===== config.mk =====
export PLATFORM = sky130hd
export DESIGN_NAME = quaternion_accumulate_unit
export DESIGN_NICKNAME = d
export VERILOG_FILES = /design/src/rtl/core/qau_pkg.sv /design/src/rtl/core/qau_mul_acc.sv /design/src/rtl/core/qau_sqrt.sv /design/src/rtl/core/qau_div.sv /design/src/rtl/core/quaternion_accumulate_unit.sv
export SDC_FILE = /design/constraint.sdc
export NUM_CORES = 1
export LEC_CHECK = 0
export BUFFER_PORTS_ARGS = -buffer_cell sky130_fd_sc_hd__buf_4
export CAP_MARGIN = 5
export CORE_UTILIZATION = 55
export DETAILED_ROUTE_END_ITERATION = 10
export GPL_ROUTABILITY_DRIVEN = 0
export PLACE_DENSITY = 0.76
export SKIP_LAST_GASP = 1
export SLEW_MARGIN = 20
export SYNTH_ARGS = -nofsm -noshare
export SYNTH_HDL_FRONTEND = slang
export SYNTH_SLANG_ARGS = --single-unit

===== constraint.sdc =====
create_clock -name clk -period 5.4 [get_ports clk]
set_input_delay 1.08 -clock clk [delete_from_list [all_inputs] [get_ports clk]]
set_output_delay 1.08 -clock clk [all_outputs]
set_load 0.02 [all_outputs]

===== src/rtl/core/qau_pkg.sv =====
// Shared definitions for the quaternion accumulate unit: function codes,
// sequencer states, the multiplier control group and the Hamilton product term tables.
// Used by every module under rtl/core; depends on nothing else.
package qau_pkg;

  // Width of the unit tolerance register.
  localparam int TOL_W = 14;

  // Byte address of the unit tolerance register.
  localparam logic [2:0] REG_UNIT_TOL = 3'd0;

  typedef enum logic [2:0] {
    F_LOAD  = 3'd0,
    F_IDENT = 3'd1,
    F_CONJ  = 3'd2,
    F_MUL_R = 3'd3,
    F_MUL_L = 3'd4,
    F_NORM  = 3'd5
  } func_t;

  typedef enum logic [3:0] {
    S_IDLE,
    S_EXEC,
    S_MUL_GO,
    S_MUL_WAIT,
    S_SQ_GO,
    S_SQ_WAIT,
    S_SQRT_GO,
    S_SQRT_WAIT,
    S_CHECK,
    S_DIV_GO,
    S_DIV_WAIT,
    S_FIN
  } state_t;

  // Control group for the serial multiply-accumulate unit.
  typedef struct packed {
    logic start;
    logic clear;
    logic neg;
  } mul_ctl_t;

  // Hamilton product r = a * b, indexed by {component, term}; order x, y, z, w.
  localparam logic [1:0] HAM_A [16] = '{
    2'd3, 2'd0, 2'd1, 2'd2,
    2'd3, 2'd1, 2'd2, 2'd0,
    2'd3, 2'd2, 2'd0, 2'd1,
    2'd3, 2'd0, 2'd1, 2'd2
  };
  localparam logic [1:0] HAM_B [16] = '{
    2'd0, 2'd3, 2'd2, 2'd1,
    2'd1, 2'd3, 2'd0, 2'd2,
    2'd2, 2'd3, 2'd1, 2'd0,
    2'd3, 2'd0, 2'd1, 2'd2
  };
  // Bit {component, term} set where the term enters with a minus sign.
  localparam logic [15:0] HAM_NEG = 16'b1110_1000_1000_1000;

endpackage


===== src/rtl/core/qau_mul_acc.sv =====
// Bit-serial shift-and-add multiplier that accumulates signed products.
// One multiplier bit per cycle; uses qau_pkg for the control group.
module qau_mul_acc
  import qau_pkg::*;
#(
  parameter int MW = 16,
  parameter int AW = 34
) (
  input  logic           clk,
  input  logic           rst,
  input  mul_ctl_t       ctl,
  input  logic [MW-1:0]  ma,
  input  logic [MW-1:0]  mb,
  output logic           done,
  output logic [AW-1:0]  acc
);

  localparam int CW = $clog2(MW + 1);

  logic [AW-1:0] ma_sh;
  logic [MW-1:0] mb_sh;
  logic          neg_r;
  logic          busy;
  logic [CW-1:0] cnt;
  logic [AW-1:0] addend;

  // The shifted multiplicand enters with the sign of the whole product.
  assign addend = neg_r ? (~ma_sh + 1'b1) : ma_sh;

  // Sequencing of the multiplier bits.
  always_ff @(posedge clk) begin
    if (rst) begin
      busy <= 1'b0;
      done <= 1'b0;
      cnt  <= '0;
    end else begin
      done <= 1'b0;
      if (ctl.start) begin
        busy <= 1'b1;
        cnt  <= CW'(MW);
      end else if (busy) begin
        cnt <= cnt - CW'(1);
        if (cnt == CW'(1)) begin
          busy <= 1'b0;
          done <= 1'b1;
        end
      end
    end
  end

  // Operand shift registers and the accumulator.
  always_ff @(posedge clk) begin
    if (ctl.start) begin
      ma_sh <= AW'(ma);
      mb_sh <= mb;
      neg_r <= ctl.neg;
    end else if (busy) begin
      ma_sh <= ma_sh << 1;
      mb_sh <= mb_sh >> 1;
    end
    if (ctl.clear) begin
      acc <= '0;
    end else if (busy && mb_sh[0]) begin
      acc <= acc + addend;
    end
  end

endmodule


===== src/rtl/core/qau_sqrt.sv =====
// Bit-serial integer square root, two radicand bits and one root bit per cycle.
// Gives the floor of the root; uses qau_pkg only by convention.
module qau_sqrt
  import qau_pkg::*;
#(
  parameter int RW = 34
) (
  input  logic              clk,
  input  logic              rst,
  input  logic              start,
  input  logic [RW-1:0]     radicand,
  output logic              done,
  output logic [RW/2-1:0]   root
);

  localparam int HW = RW / 2;
  localparam int CW = $clog2(HW + 1);

  logic [RW-1:0] rad;
  logic [HW+1:0] rem;
  logic          busy;
  logic [CW-1:0] cnt;
  logic [HW+2:0] trial_in;
  logic [HW+2:0] trial;
  logic [HW+2:0] diff;
  logic          fits;

  // Bring down two bits and try the next root bit.
  assign trial_in = {rem[HW:0], rad[RW-1 -: 2]};
  assign trial    = {1'b0, root, 2'b01};
  assign diff     = trial_in - trial;
  assign fits     = (trial_in >= trial);

  always_ff @(posedge clk) begin
    if (rst) begin
      busy <= 1'b0;
      done <= 1'b0;
      cnt  <= '0;
    end else begin
      done <= 1'b0;
      if (start) begin
        busy <= 1'b1;
        cnt  <= CW'(HW);
      end else if (busy) begin
        cnt <= cnt - CW'(1);
        if (cnt == CW'(1)) begin
          busy <= 1'b0;
          done <= 1'b1;
        end
      end
    end
  end

  // Remainder and root registers.
  always_ff @(posedge clk) begin
    if (start) begin
      rad  <= radicand;
      rem  <= '0;
      root <= '0;
    end else if (busy) begin
      rad  <= rad << 2;
      rem  <= fits ? diff[HW+1:0] : trial_in[HW+1:0];
      root <= {root[HW-2:0], fits};
    end
  end

endmodule


===== src/rtl/core/qau_div.sv =====
// Bit-serial restoring divider for unsigned values, one quotient bit per cycle.
// The divisor must be nonzero; uses qau_pkg only by convention.
module qau_div
  import qau_pkg::*;
#(
  parameter int NW = 31,
  parameter int DW = 17
) (
  input  logic           clk,
  input  logic           rst,
  input  logic           start,
  input  logic [NW-1:0]  num,
  input  logic [DW-1:0]  den,
  output logic           done,
  output logic [NW-1:0]  quot
);

  localparam int CW = $clog2(NW + 1);

  logic [DW-1:0] den_r;
  logic [DW-1:0] rem;
  logic          busy;
  logic [CW-1:0] cnt;
  logic [DW:0]   part;
  logic [DW:0]   diff;
  logic          fits;

  // Shift in the next numerator bit and subtract where the divisor fits.
  assign part = {rem, quot[NW-1]};
  assign diff = part - {1'b0, den_r};
  assign fits = (part >= {1'b0, den_r});

  always_ff @(posedge clk) begin
    if (rst) begin
      busy <= 1'b0;
      done <= 1'b0;
      cnt  <= '0;
    end else begin
      done <= 1'b0;
      if (start) begin
        busy <= 1'b1;
        cnt  <= CW'(NW);
      end else if (busy) begin
        cnt <= cnt - CW'(1);
        if (cnt == CW'(1)) begin
          busy <= 1'b0;
          done <= 1'b1;
        end
      end
    end
  end

  // The quotient register holds the numerator and fills with quotient bits.
  always_ff @(posedge clk) begin
    if (start) begin
      den_r <= den;
      rem   <= '0;
      quot  <= num;
    end else if (busy) begin
      rem  <= fits ? diff[DW-1:0] : part[DW-1:0];
      quot <= {quot[NW-2:0], fits};
    end
  end

endmodule


===== src/rtl/core/quaternion_accumulate_unit.sv =====
// Quaternion accumulator: keeps one quaternion in fixed point and applies load, identity,
// conjugate, right or left Hamilton product and normalize; uses qau_pkg and the serial units.
//
// One request is processed at a time. Load, identity, conjugate and unused codes form their
// result in the execute state. A product runs 16 serial multiplies through the shift-add
// unit (MW = max(COMP_WIDTH, 16)). Normalize takes four serial squares, a square root and
// four restoring divisions; a normalize that is skipped ends after the square root.
// A finished result waits in the output register; the next request is taken once the
// result has been moved there.
module quaternion_accumulate_unit
  import qau_pkg::*;
#(
  parameter int FRAC_BITS  = 14,
  parameter int COMP_WIDTH = 16
) (
  input  logic               clk,
  input  logic               rst,
  input  logic               in_valid,
  output logic               in_stall,
  input  logic [2:0]         func,
  input  logic signed [15:0] in_x,
  input  logic signed [15:0] in_y,
  input  logic signed [15:0] in_z,
  input  logic signed [15:0] in_w,
  output logic               out_valid,
  input  logic               out_stall,
  output logic signed [15:0] out_x,
  output logic signed [15:0] out_y,
  output logic signed [15:0] out_z,
  output logic signed [15:0] out_w,
  output logic               saturated,
  output logic               norm_skipped,
  input  logic               psel,
  input  logic               penable,
  input  logic               pwrite,
  input  logic [2:0]         paddr,
  input  logic [31:0]        pwdata,
  output logic [31:0]        prdata,
  output logic               pready
);

  localparam int W  = COMP_WIDTH;
  localparam int F  = FRAC_BITS;
  localparam int MW = (W > 16) ? W : 16;
  localparam int AW = 2 * MW + 2;
  localparam int HW = AW / 2;
  localparam int NW = W + F + 1;
  localparam int KW = ((HW > F + 1) ? HW : F + 1) + 1;

  localparam logic signed [W-1:0]  CMAX_W = {1'b0, {(W-1){1'b1}}};
  localparam logic signed [W-1:0]  CMIN_W = {1'b1, {(W-1){1'b0}}};
  localparam logic signed [MW-1:0] CMAX_M = {{(MW-W+1){1'b0}}, {(W-1){1'b1}}};
  localparam logic signed [MW-1:0] CMIN_M = {{(MW-W+1){1'b1}}, {(W-1){1'b0}}};
  localparam logic signed [AW-1:0] CMAX_A = {{(AW-W+1){1'b0}}, {(W-1){1'b1}}};
  localparam logic signed [AW-1:0] CMIN_A = {{(AW-W+1){1'b1}}, {(W-1){1'b0}}};
  localparam logic signed [AW-1:0] RND_A  = AW'(1) << (F - 1);
  localparam logic [NW-1:0]        CMAX_N = NW'(CMAX_W);
  localparam logic [NW-1:0]        HALF_N = NW'(1) << (W - 1);
  localparam logic [KW-1:0]        ONE_K  = KW'(1) << F;
  localparam logic                 ONE_CLIPS = (F > W - 2);
  localparam logic signed [W-1:0]  ONE_W  = ONE_CLIPS ? CMAX_W : (W'(1) << F);

  state_t state, state_next;

  logic signed [W-1:0]  quat [4];
  logic signed [W-1:0]  r    [4];
  logic signed [15:0]   opnd [4];
  logic [2:0]           func_q;
  logic [1:0]           comp;
  logic [1:0]           term;
  logic                 sat_q;
  logic                 skip_q;
  logic [TOL_W-1:0]     unit_tol;

  mul_ctl_t             mul_ctl;
  logic                 mul_done;
  logic [AW-1:0]        acc;
  logic                 sqrt_start;
  logic                 sqrt_done;
  logic [HW-1:0]        root;
  logic                 div_start;
  logic                 div_done;
  logic [NW-1:0]        quot;
  logic                 out_free;
  logic                 fin_load;

  // Configuration port.
  assign pready = 1'b1;
  assign prdata = (paddr == REG_UNIT_TOL) ? 32'(unit_tol) : 32'd0;

  always_ff @(posedge clk) begin
    if (rst) begin
      unit_tol <= TOL_W'(1);
    end else if (psel && penable && pwrite && paddr == REG_UNIT_TOL) begin
      unit_tol <= pwdata[TOL_W-1:0];
    end
  end

  // Operand selection for the serial multiplier.
  logic [3:0]           tidx;
  logic signed [MW-1:0] av;
  logic signed [MW-1:0] bv;
  logic [MW-1:0]        ma;
  logic [MW-1:0]        mb;
  logic                 term_neg;

  assign tidx = {comp, term};

  always_comb begin
    case (func_t'(func_q))
      F_MUL_L: begin
        av = MW'(opnd[HAM_A[tidx]]);
        bv = MW'(quat[HAM_B[tidx]]);
        term_neg = HAM_NEG[tidx];
      end
      F_NORM: begin
        av = MW'(quat[term]);
        bv = MW'(quat[term]);
        term_neg = 1'b0;
      end
      default: begin
        av = MW'(quat[HAM_A[tidx]]);
        bv = MW'(opnd[HAM_B[tidx]]);
        term_neg = HAM_NEG[tidx];
      end
    endcase
    ma = av[MW-1] ? (~av + 1'b1) : av;
    mb = bv[MW-1] ? (~bv + 1'b1) : bv;
  end

  // Rounding and saturation of a finished dot product.
  logic signed [AW-1:0] rnd_sum;
  logic signed [AW-1:0] rnd_sh;
  logic signed [W-1:0]  rnd_v;
  logic                 rnd_clip;

  always_comb begin
    rnd_sum = $signed(acc) + RND_A;
    rnd_sh  = rnd_sum >>> F;
    rnd_clip = 1'b1;
    if (rnd_sh > CMAX_A) begin
      rnd_v = CMAX_W;
    end else if (rnd_sh < CMIN_A) begin
      rnd_v = CMIN_W;
    end else begin
      rnd_v = rnd_sh[W-1:0];
      rnd_clip = 1'b0;
    end
  end

  // Load and conjugate values, one per component.
  logic signed [W-1:0] load_v [4];
  logic [3:0]          load_clip;
  logic signed [W-1:0] conj_v [4];
  logic [3:0]          conj_clip;
  logic signed [MW-1:0] ox [4];

  always_comb begin
    for (int i = 0; i < 4; i++) begin
      ox[i] = MW'(opnd[i]);
      load_clip[i] = 1'b1;
      if (ox[i] > CMAX_M) begin
        load_v[i] = CMAX_W;
      end else if (ox[i] < CMIN_M) begin
        load_v[i] = CMIN_W;
      end else begin
        load_v[i] = ox[i][W-1:0];
        load_clip[i] = 1'b0;
      end
      if (i < 3 && quat[i] == CMIN_W) begin
        conj_v[i] = CMAX_W;
        conj_clip[i] = 1'b1;
      end else if (i < 3) begin
        conj_v[i] = -quat[i];
        conj_clip[i] = 1'b0;
      end else begin
        conj_v[i] = quat[i];
        conj_clip[i] = 1'b0;
      end
    end
  end

  // Unit test for normalize and the division set-up.
  logic [KW-1:0]       len_k;
  logic [KW-1:0]       unit_dist;
  logic                skip_norm;
  logic signed [W-1:0] qc;
  logic [W-1:0]        mq;
  logic [NW-1:0]       div_num;
  logic signed [W-1:0] div_v;
  logic                div_clip;

  always_comb begin
    len_k = KW'(root);
    unit_dist = (len_k > ONE_K) ? (len_k - ONE_K) : (ONE_K - len_k);
    skip_norm = (root == '0) || (unit_dist <= KW'(unit_tol));
    qc = quat[comp];
    mq = qc[W-1] ? (~qc + 1'b1) : qc;
    div_num = (NW'(mq) << F) + NW'(root >> 1);
    div_clip = 1'b0;
    if (qc[W-1]) begin
      if (quot > HALF_N) begin
        div_v = CMIN_W;
        div_clip = 1'b1;
      end else begin
        div_v = ~quot[W-1:0] + 1'b1;
      end
    end else begin
      if (quot > CMAX_N) begin
        div_v = CMAX_W;
        div_clip = 1'b1;
      end else begin
        div_v = quot[W-1:0];
      end
    end
  end

  // Sequencer state register.
  always_ff @(posedge clk) begin
    if (rst) begin
      state <= S_IDLE;
    end else begin
      state <= state_next;
    end
  end

  // Next state and unit strobes.
  always_comb begin
    state_next = state;
    mul_ctl    = '0;
    mul_ctl.neg = av[MW-1] ^ bv[MW-1] ^ term_neg;
    sqrt_start = 1'b0;
    div_start  = 1'b0;
    fin_load   = 1'b0;
    out_free   = !out_valid || !out_stall;
    case (state)
      S_IDLE: begin
        if (in_valid) begin
          state_next = S_EXEC;
        end
      end
      S_EXEC: begin
        if (func_t'(func_q) inside {F_MUL_R, F_MUL_L}) begin
          mul_ctl.clear = 1'b1;
          state_next = S_MUL_GO;
        end else if (func_t'(func_q) == F_NORM) begin
          mul_ctl.clear = 1'b1;
          state_next = S_SQ_GO;
        end else begin
          state_next = S_FIN;
        end
      end
      S_MUL_GO: begin
        mul_ctl.start = 1'b1;
        state_next = S_MUL_WAIT;
      end
      S_MUL_WAIT: begin
        if (mul_done) begin
          if (term == 2'd3) begin
            mul_ctl.clear = 1'b1;
            state_next = (comp == 2'd3) ? S_FIN : S_MUL_GO;
          end else begin
            state_next = S_MUL_GO;
          end
        end
      end
      S_SQ_GO: begin
        mul_ctl.start = 1'b1;
        state_next = S_SQ_WAIT;
      end
      S_SQ_WAIT: begin
        if (mul_done) begin
          state_next = (term == 2'd3) ? S_SQRT_GO : S_SQ_GO;
        end
      end
      S_SQRT_GO: begin
        sqrt_start = 1'b1;
        state_next = S_SQRT_WAIT;
      end
      S_SQRT_WAIT: begin
        if (sqrt_done) begin
          state_next = S_CHECK;
        end
      end
      S_CHECK: begin
        state_next = skip_norm ? S_FIN : S_DIV_GO;
      end
      S_DIV_GO: begin
        div_start = 1'b1;
        state_next = S_DIV_WAIT;
      end
      S_DIV_WAIT: begin
        if (div_done) begin
          state_next = (comp == 2'd3) ? S_FIN : S_DIV_GO;
        end
      end
      S_FIN: begin
        if (out_free) begin
          fin_load = 1'b1;
          state_next = S_IDLE;
        end
      end
      default: begin
        state_next = S_IDLE;
      end
    endcase
  end

  assign in_stall = (state != S_IDLE);

  // Stored quaternion and output valid.
  always_ff @(posedge clk) begin
    if (rst) begin
      quat[0]   <= '0;
      quat[1]   <= '0;
      quat[2]   <= '0;
      quat[3]   <= ONE_W;
      out_valid <= 1'b0;
      comp      <= '0;
      term      <= '0;
    end else begin
      if (fin_load) begin
        for (int i = 0; i < 4; i++) begin
          quat[i] <= r[i];
        end
        out_valid <= 1'b1;
      end else if (!out_stall) begin
        out_valid <= 1'b0;
      end
      case (state)
        S_EXEC: begin
          comp <= '0;
          term <= '0;
        end
        S_MUL_WAIT: begin
          if (mul_done) begin
            term <= term + 2'd1;
            if (term == 2'd3) begin
              comp <= comp + 2'd1;
            end
          end
        end
        S_SQ_WAIT: begin
          if (mul_done) begin
            term <= term + 2'd1;
          end
        end
        S_CHECK: begin
          comp <= '0;
        end
        S_DIV_WAIT: begin
          if (div_done) begin
            comp <= comp + 2'd1;
          end
        end
        default: begin
        end
      endcase
    end
  end

  // Request capture, working result and result register.
  always_ff @(posedge clk) begin
    if (state == S_IDLE && in_valid) begin
      func_q  <= func;
      opnd[0] <= in_x;
      opnd[1] <= in_y;
      opnd[2] <= in_z;
      opnd[3] <= in_w;
    end
    case (state)
      S_EXEC: begin
        sat_q  <= 1'b0;
        skip_q <= 1'b0;
        case (func_t'(func_q))
          F_LOAD: begin
            for (int i = 0; i < 4; i++) begin
              r[i] <= load_v[i];
            end
            sat_q <= |load_clip;
          end
          F_IDENT: begin
            r[0]  <= '0;
            r[1]  <= '0;
            r[2]  <= '0;
            r[3]  <= ONE_W;
            sat_q <= ONE_CLIPS;
          end
          F_CONJ: begin
            for (int i = 0; i < 4; i++) begin
              r[i] <= conj_v[i];
            end
            sat_q <= |conj_clip;
          end
          default: begin
            for (int i = 0; i < 4; i++) begin
              r[i] <= quat[i];
            end
          end
        endcase
      end
      S_MUL_WAIT: begin
        if (mul_done && term == 2'd3) begin
          r[comp] <= rnd_v;
          sat_q   <= sat_q | rnd_clip;
        end
      end
      S_CHECK: begin
        skip_q <= skip_norm;
      end
      S_DIV_WAIT: begin
        if (div_done) begin
          r[comp] <= div_v;
          sat_q   <= sat_q | div_clip;
        end
      end
      default: begin
      end
    endcase
    if (fin_load) begin
      out_x        <= 16'(r[0]);
      out_y        <= 16'(r[1]);
      out_z        <= 16'(r[2]);
      out_w        <= 16'(r[3]);
      saturated    <= sat_q;
      norm_skipped <= skip_q;
    end
  end

  // Serial arithmetic units.
  qau_mul_acc #(.MW(MW), .AW(AW)) u_mul (
    .clk  (clk),
    .rst  (rst),
    .ctl  (mul_ctl),
    .ma   (ma),
    .mb   (mb),
    .done (mul_done),
    .acc  (acc)
  );

  qau_sqrt #(.RW(AW)) u_sqrt (
    .clk      (clk),
    .rst      (rst),
    .start    (sqrt_start),
    .radicand (acc),
    .done     (sqrt_done),
    .root     (root)
  );

  qau_div #(.NW(NW), .DW(HW)) u_div (
    .clk   (clk),
    .rst   (rst),
    .start (div_start),
    .num   (div_num),
    .den   (root),
    .done  (div_done),
    .quot  (quot)
  );

  // Checks on the sequencer.
  a_mul_done_ctx: assert property (@(posedge clk) disable iff (rst)
    mul_done |-> (state == S_MUL_WAIT || state == S_SQ_WAIT))
    else $error("multiplier finished outside a multiply wait");

  a_div_done_ctx: assert property (@(posedge clk) disable iff (rst)
    div_done |-> (state == S_DIV_WAIT))
    else $error("divider finished outside the divide wait");

  a_accept_exec: assert property (@(posedge clk) disable iff (rst)
    (in_valid && !in_stall) |=> (state == S_EXEC))
    else $error("accepted request did not start execution");

  a_flags_excl: assert property (@(posedge clk) disable iff (rst)
    $rose(out_valid) |-> !(saturated && norm_skipped))
    else $error("skipped normalize reported saturation");

endmodule

======== Word level (Yosys, flattened, before mapping) ========
Memories as Yosys holds them, arrays and structs flattened. A register that Yosys moved wholly into a read port is not among the register bits.
Index checks and enable logic that the tools add are counted.
W data, S select, Z words.
word-level totals
  flip-flop bits (word level) ............. 334
  bits in writable memories ............... 192
  bits in read-only memories .............. 80
  input port bits ......................... 109
  output and inout port bits .............. 101
  logic and storage cells ................. 343
  memories kept ........................... 6
memories
  memory            depth  bits a word  read ports  clocked after Yosys merged registers in  wr ports  line                               RTL
  opnd              4      16           6           0                                        4         quaternion_accumulate_unit.sv:67   logic signed [15:0] opnd [4];
  quat              4      16           8           2                                        4         quaternion_accumulate_unit.sv:65   logic signed [W-1:0] quat [4];
  r                 4      16           4           0                                        4         quaternion_accumulate_unit.sv:66   logic signed [W-1:0] r [4];
  (name not given)  16     2            1           0                                        0         quaternion_accumulate_unit.sv:123  bv = MW'(opnd[HAM_B[tidx]]);
  (name not given)  16     2            1           0                                        0         quaternion_accumulate_unit.sv:122  av = MW'(quat[HAM_A[tidx]]);
  (name not given)  16     1            1           0                                        0         quaternion_accumulate_unit.sv:124  term_neg = HAM_NEG[tidx];
cells by class
  $add $sub $neg .......................... 20
  $lt $le $gt $ge ......................... 18
  equal/unequal tests ..................... 34
  mux-type cells .......................... 160
  bitwise gates (word level) .............. 30
  reduce and logical (&&, ||, !) cells .... 39
operators by type and width
  operator                  count
  $mux W16                  41
  $mux W34                  3
  $mux W1                   69
  $add A16 B1 Y16 const B   4
  $gt A16 B16 Y1 const B    4
  $lt A16 B16 Y1 const B    4
  $not A16 Y16              4
  $pmux W16 S2              2
  $mux W31                  2
  $eq A16 B16 Y1 const B    3
  $neg A16 Y16              3
  $pmux W4 S12              1
  $mux W4                   10
  $mux W18                  2
  $add A34 B1 Y34 const B   1
  $add A34 B15 Y34 const B  1
  $add A34 B34 Y34          1
  $not A34 Y34              1
  $mux W2                   16
  $add A30 B16 Y31          1
  $gt A31 B15 Y1 const B    1
  $gt A31 B16 Y1 const B    1
  $mux W5                   6
  $ge A20 B19 Y1            1
  51 further kinds          119

======== Depth between registers and ports, before layout ========
An unclocked memory read counts as a cell.
  depth after elaboration ................. 10
  depth in mapped cells ................... 19
  mapped depth without buffers ............ 19

======== By module ========
From an unflattened synthesis, not the netlist that was laid out.
second synthesis, totals
  cell total of the unflattened synthesis .. 3436
  area total of the unflattened synthesis .. 33773.6 um2
by module, submodules not included
  module                      times used  cells each  area an instance (um2)  seq. area each (um2)
  quaternion_accumulate_unit  1           2041        19951.6                 8438.1
  qau_mul_acc                 1           678         6025.8                  2172.1
  qau_sqrt                    1           384         4041.4                  1861.8
  qau_div                     1           333         3754.9                  1921.8

======== Worst setup path before layout ========
OpenSTA, ideal clock, no wires.
  kind .................................... reg2reg
  start ................................... register u_mul.ma_sh[15]
  end ..................................... register u_mul.acc[33]
  setup time .............................. 0.116 ns
  arrival ................................. 4.997 ns
  data required time ...................... 5.284 ns
  path slack .............................. 0.288 ns
  cell stages (with the launch flop) ...... 17
  path buffers ............................ 0
  clock period less this slack ............ 5.112 ns
  path through ............................ edfxtp_1 -> or4_4 -> or4_4 -> or3_1 -> or3_2 -> or3_1 -> o31ai_1 -> xnor2_1 -> ha_1 -> a21o_1 -> a211o_1 -> or2_2 -> o311ai_0 -> o21ai_0 -> xnor2_1 -> a211oi_1 -> a31o_1
on the way
  word-level cells in the longest chain between the ends .. 4
RTL lines
  element                 line               RTL
  from (decl)             qau_mul_acc.sv:20  logic [AW-1:0] ma_sh;
  from (signal assigned)  qau_mul_acc.sv:54  ma_sh <= AW'(ma);
  from (signal assigned)  qau_mul_acc.sv:58  ma_sh <= ma_sh << 1;
  $not A34 Y34            qau_mul_acc.sv:28  assign addend = neg_r ? (~ma_sh + 1'b1) : ma_sh;
  $add A34 B1 Y34         qau_mul_acc.sv:28
  $mux W34 (*)            qau_mul_acc.sv:28
  $add A34 B34 Y34 (*)    qau_mul_acc.sv:64  acc <= acc + addend;
  to (signal assigned)    qau_mul_acc.sv:64
  to (decl)               qau_mul_acc.sv:15  output logic [AW-1:0] acc
Every way passes the cells marked *; elsewhere a longest branch is shown, timed or not.
A chain may end at the register's enable or synchronous reset.

======== Final worst setup path ========
Ends and elaborated chain as after synthesis.

==> results by group <==
Timing
  • Worst-case clock skew: 0.0328 ns
  • Period utilisation layout: 94.0%
  • Worst Setup Slack, final: 0.326 ns
  • Finish-stage setup viols: 0
  • Worst Tran Pin Value: 1.15 ns
  • Slew headroom: 23.0%
  • Hold WS: 0.429 ns
  • RSZ-0062 raised after global routing: no
  • Final hold violation count: 0
  • Setup tns final: 0 ns
  • Pins over their slew limit: 0
  • Fin crit period: 5.07 ns
  • Max Freq: 0.197 GHz

Logic synthesis
  • Top-area cell type share of the netlist area: 35.1%
  • Prevailing post-synth register cell: edfxtp_1
  • Post-synthesis cell count: 3397
  • YS warnings: 0
  • Synth cell types: 89
  • Flops & latches, synth: 530
  • Syn Area/Cell: 9.52 um2
  • Simple logic cell fraction of the synthesized area: 16.8%
  • Ranking of synthesized cells by area: edfxtp_1 (35%), dfxtp_1 (9.4%), mux2i_1 (5.5%)
  • Async S/R FF share, synth: 0%
  • Mux share of post-synthesis cell area: 8.46%
  • Post-Synth Adder-Cell Area: 4.52%
  • Combinational family with the most area after synthesis: simple AND/OR/NAND/NOR gates
  • Number of flops mapped to enable cells by yosys: 378
  • Post-synthesis compound-gate area fraction: 16.5%
  • Syn Std Cell Area: 32300 um2
  • Most common cell in the netlist: nand2_1
  • Cell taking the most area after synthesis: edfxtp_1
  • Register area share after synthesis: 44.5%
  • Synth cell count leaders: nand2_1 (469), edfxtp_1 (378), a21oi_1 (257), o21ai_0 (245), nor2_1 (208)
  • Fraction of synthesized cell area in xor and xnor cells: 4.95%

Pwr
  • Pwr per Cell Area: 514 nW/um2
  • Total power: 18.5 mW
  • VDD IR-drop max: 0.346 mV
  • LEAKAGE: 13.5 nW

Drt
  • Detailed Route WL: 96100 um
  • Vias: 27251
  • Number of routed nets with antenna violations: 0
  • DR WL/cell: 22.4 um
  • DRT iter0 DRCs: 3013
  • Drt drc: 0
  • Drt first pass iters: 9
  • Vias per cell: 6.35

Placement
  • Post-DP HPWL: 67700 um
  • Pre-CTS WS: 0.0887 ns
  • I/O Buffers: 172
  • Placed cell areas: 34200 um2

Floorplan
  • Die ar.: 59800 um2
  • Die Span X: 245 um
  • Die height: 245 um
  • Initial Utilization: 55.9%
  • Top Ports: 210
  • FP Rows: 88
  • Core ar.: 57900 um2

Clocking
  • Reg clk slew, reported paths: 0.07 ns
  • Clock Tree Root: clkbuf_16
  • Post-CTS setup buffers: 0
  • Num CTS Buffers: 56
  • H-tree levels: 2
  • Largest buffer count on any clock path: 3
  • CTS Sinks: 530
  • Worst skew pair latency: 0.63 ns
  • CTS tree: done

Global routing
  • Pin count of the biggest net entering global routing: 64
  • Vias in the first global route: 25001
  • Initial antenna violation count: 4
  • Global-route wire length before repair: 146000 um
  • Gr usage total: 31.7%
  • Gr ovfl total: 0

Critical path
  • CP Launch Type: flop
  • Reg2reg path depth: 16
  • Crit-path leading delay family: simple AND/OR/NAND/NOR gates
  • Worst endpoint required time: 5.91 ns
  • Crit-path cells: or4_4 > or4_4 > or3_1 > or3_2 > or3_1 > o31ai_1 > xnor2_1 > ha_1 > a21o_1 > a211o_1 > or2_2 > o311ai_2 > o21ai_0 > xnor2_1 > a211oi_1 > a31o_1
  • CP max stage delay: 0.54 ns
  • CP max stage cell: or4_4
  • Worst path depth: 16
  • Buf/Inv on CP: 0
  • Critical Setup Path Class: reg -> reg
  • CP endpoint kind: flop
  • Worst EP arrival: 5.58 ns
  • Worst Path Max Fanout: 5

Worst hold path
  • Worst min-delay path class: reg -> reg
  • Hold depth: 0

Layout
  • Post-Layout Inst Area: 36100 um2
  • Layout cells sized above 1: 11.7%
  • Nets@finish: 3697
  • Area Overhead vs Synth: 11.5%

Outcome
  • Status: finished clean

Run
  • Max-Cap Viols: 0
## power breakdown
part           switching [mW]  total (mW)  internal (mW)
registers                1.16        6.83           5.67
logic                    4.82        7.80           2.98
clock network            1.66        3.91           2.24
total                    7.65        18.5           10.9
## metrics by stage
stage / utilization (%) / instances
6_report: 62.3 / 4291
5_1_grt: 62.2 / 4284
4_1_cts: 62.2 / 4284
3_5_place_dp: 59.0 / 4180
3_3_place_gp: 59.0 / 4180
2_1_floorplan: - / 3414
## sequential cells by signal (all words and copies together), names as in the netlist, 17 cells and up, named ones only
signal and count:
u_div.den_r 17, opnd 64, u_div.rem 17, u_sqrt.root 17, quat 64, u_div.quot 31, u_sqrt.rem 18, u_mul.acc 34
u_sqrt.rad 34, u_mul.ma_sh 34, r 64
## repair_timing
action,in CTS,in global routing
hold buffers,0,0
setup endpoints to repair,0,2
gates resized for setup,0,3
## metal layers
layer  part of all wire (%)  track usage (%)  up-vias  wire (um)
li1                       -                -    12579          -
met1                     38             40.0    12652      36300
met2                     44             48.2     1617      42000
met3                     11             8.01      399      10700
met4                    7.4             21.2        4       7060
met5                  0.030                0        -         29
## path summary, 6_finish.rpt
kind	from	endpoint	slack (ns)
max	u_mul.ma_sh[15]$_DFFE_PP_	u_mul.acc[33]$_SDFFE_PP0P_	0.33
min	skip_q$_DFFE_PP_	norm_skipped$_DFFE_PP_	0.43
max reg2reg	u_mul.ma_sh[15]$_DFFE_PP_	u_mul.acc[33]$_SDFFE_PP0P_	0.33
min reg2reg	skip_q$_DFFE_PP_	norm_skipped$_DFFE_PP_	0.43
## layout make-up
type	instances	area, um2
multi-input combinational	2548	16700
inverter	112	420
clock inverter	30	323
sequential	530	14400
fill	4796	21900
timing repair buffer	225	1690
antenna	7	17.5
clock buffer	74	1530
tap	765	957
## layout by cell type (no fill, tap or decap), drive strengths merged, types with 18 or more instances in the layout
| cell type | netlist | routed |
|---|---|---|
| a211oi | 24 | 24 |
| nand3 | 92 | 92 |
| a221oi | 21 | 21 |
| o211ai | 22 | 22 |
| a21oi | 258 | 258 |
| dfxtp | 152 | 152 |
| nor2b | 21 | 21 |
| edfxtp | 378 | 378 |
| mux2i | 179 | 179 |
| buf | 56 | 225 |
| conb | 2 | 19 |
| a21o | 31 | 31 |
| nand4 | 29 | 29 |
| nand2b | 31 | 31 |
| and2 | 97 | 97 |
| nor3 | 67 | 67 |
| inv | 110 | 113 |
| mux4 | 37 | 37 |
| ha | 112 | 112 |
| o21a | 29 | 29 |
| clkbuf | 168 | 74 |
| o31ai | 35 | 35 |
| clkinv | 2 | 18 |
| nor2 | 208 | 208 |
| xor2 | 47 | 47 |
| o221ai | 24 | 24 |
| xnor2 | 136 | 136 |
| nand2 | 469 | 469 |
| a31oi | 37 | 37 |
| o22ai | 20 | 20 |
| or3 | 29 | 29 |
| o21ai | 248 | 248 |
| nor4 | 19 | 19 |
## logic make-up (layout without fill, tap and decap cells)
group | count (synthesis) | in the layout
adders and majority gates | 115 | 115
muxes | 226 | 226
xor gates and xnor gates | 183 | 183
other | 2 | 26
AOI/OAI and AO/OA | 855 | 855
DFF | 530 | 530
and+or+nand+nor | 1150 | 1150
buffers and inverters | 336 | 441
Note: power is estimated with default switching activity, not from simulation.
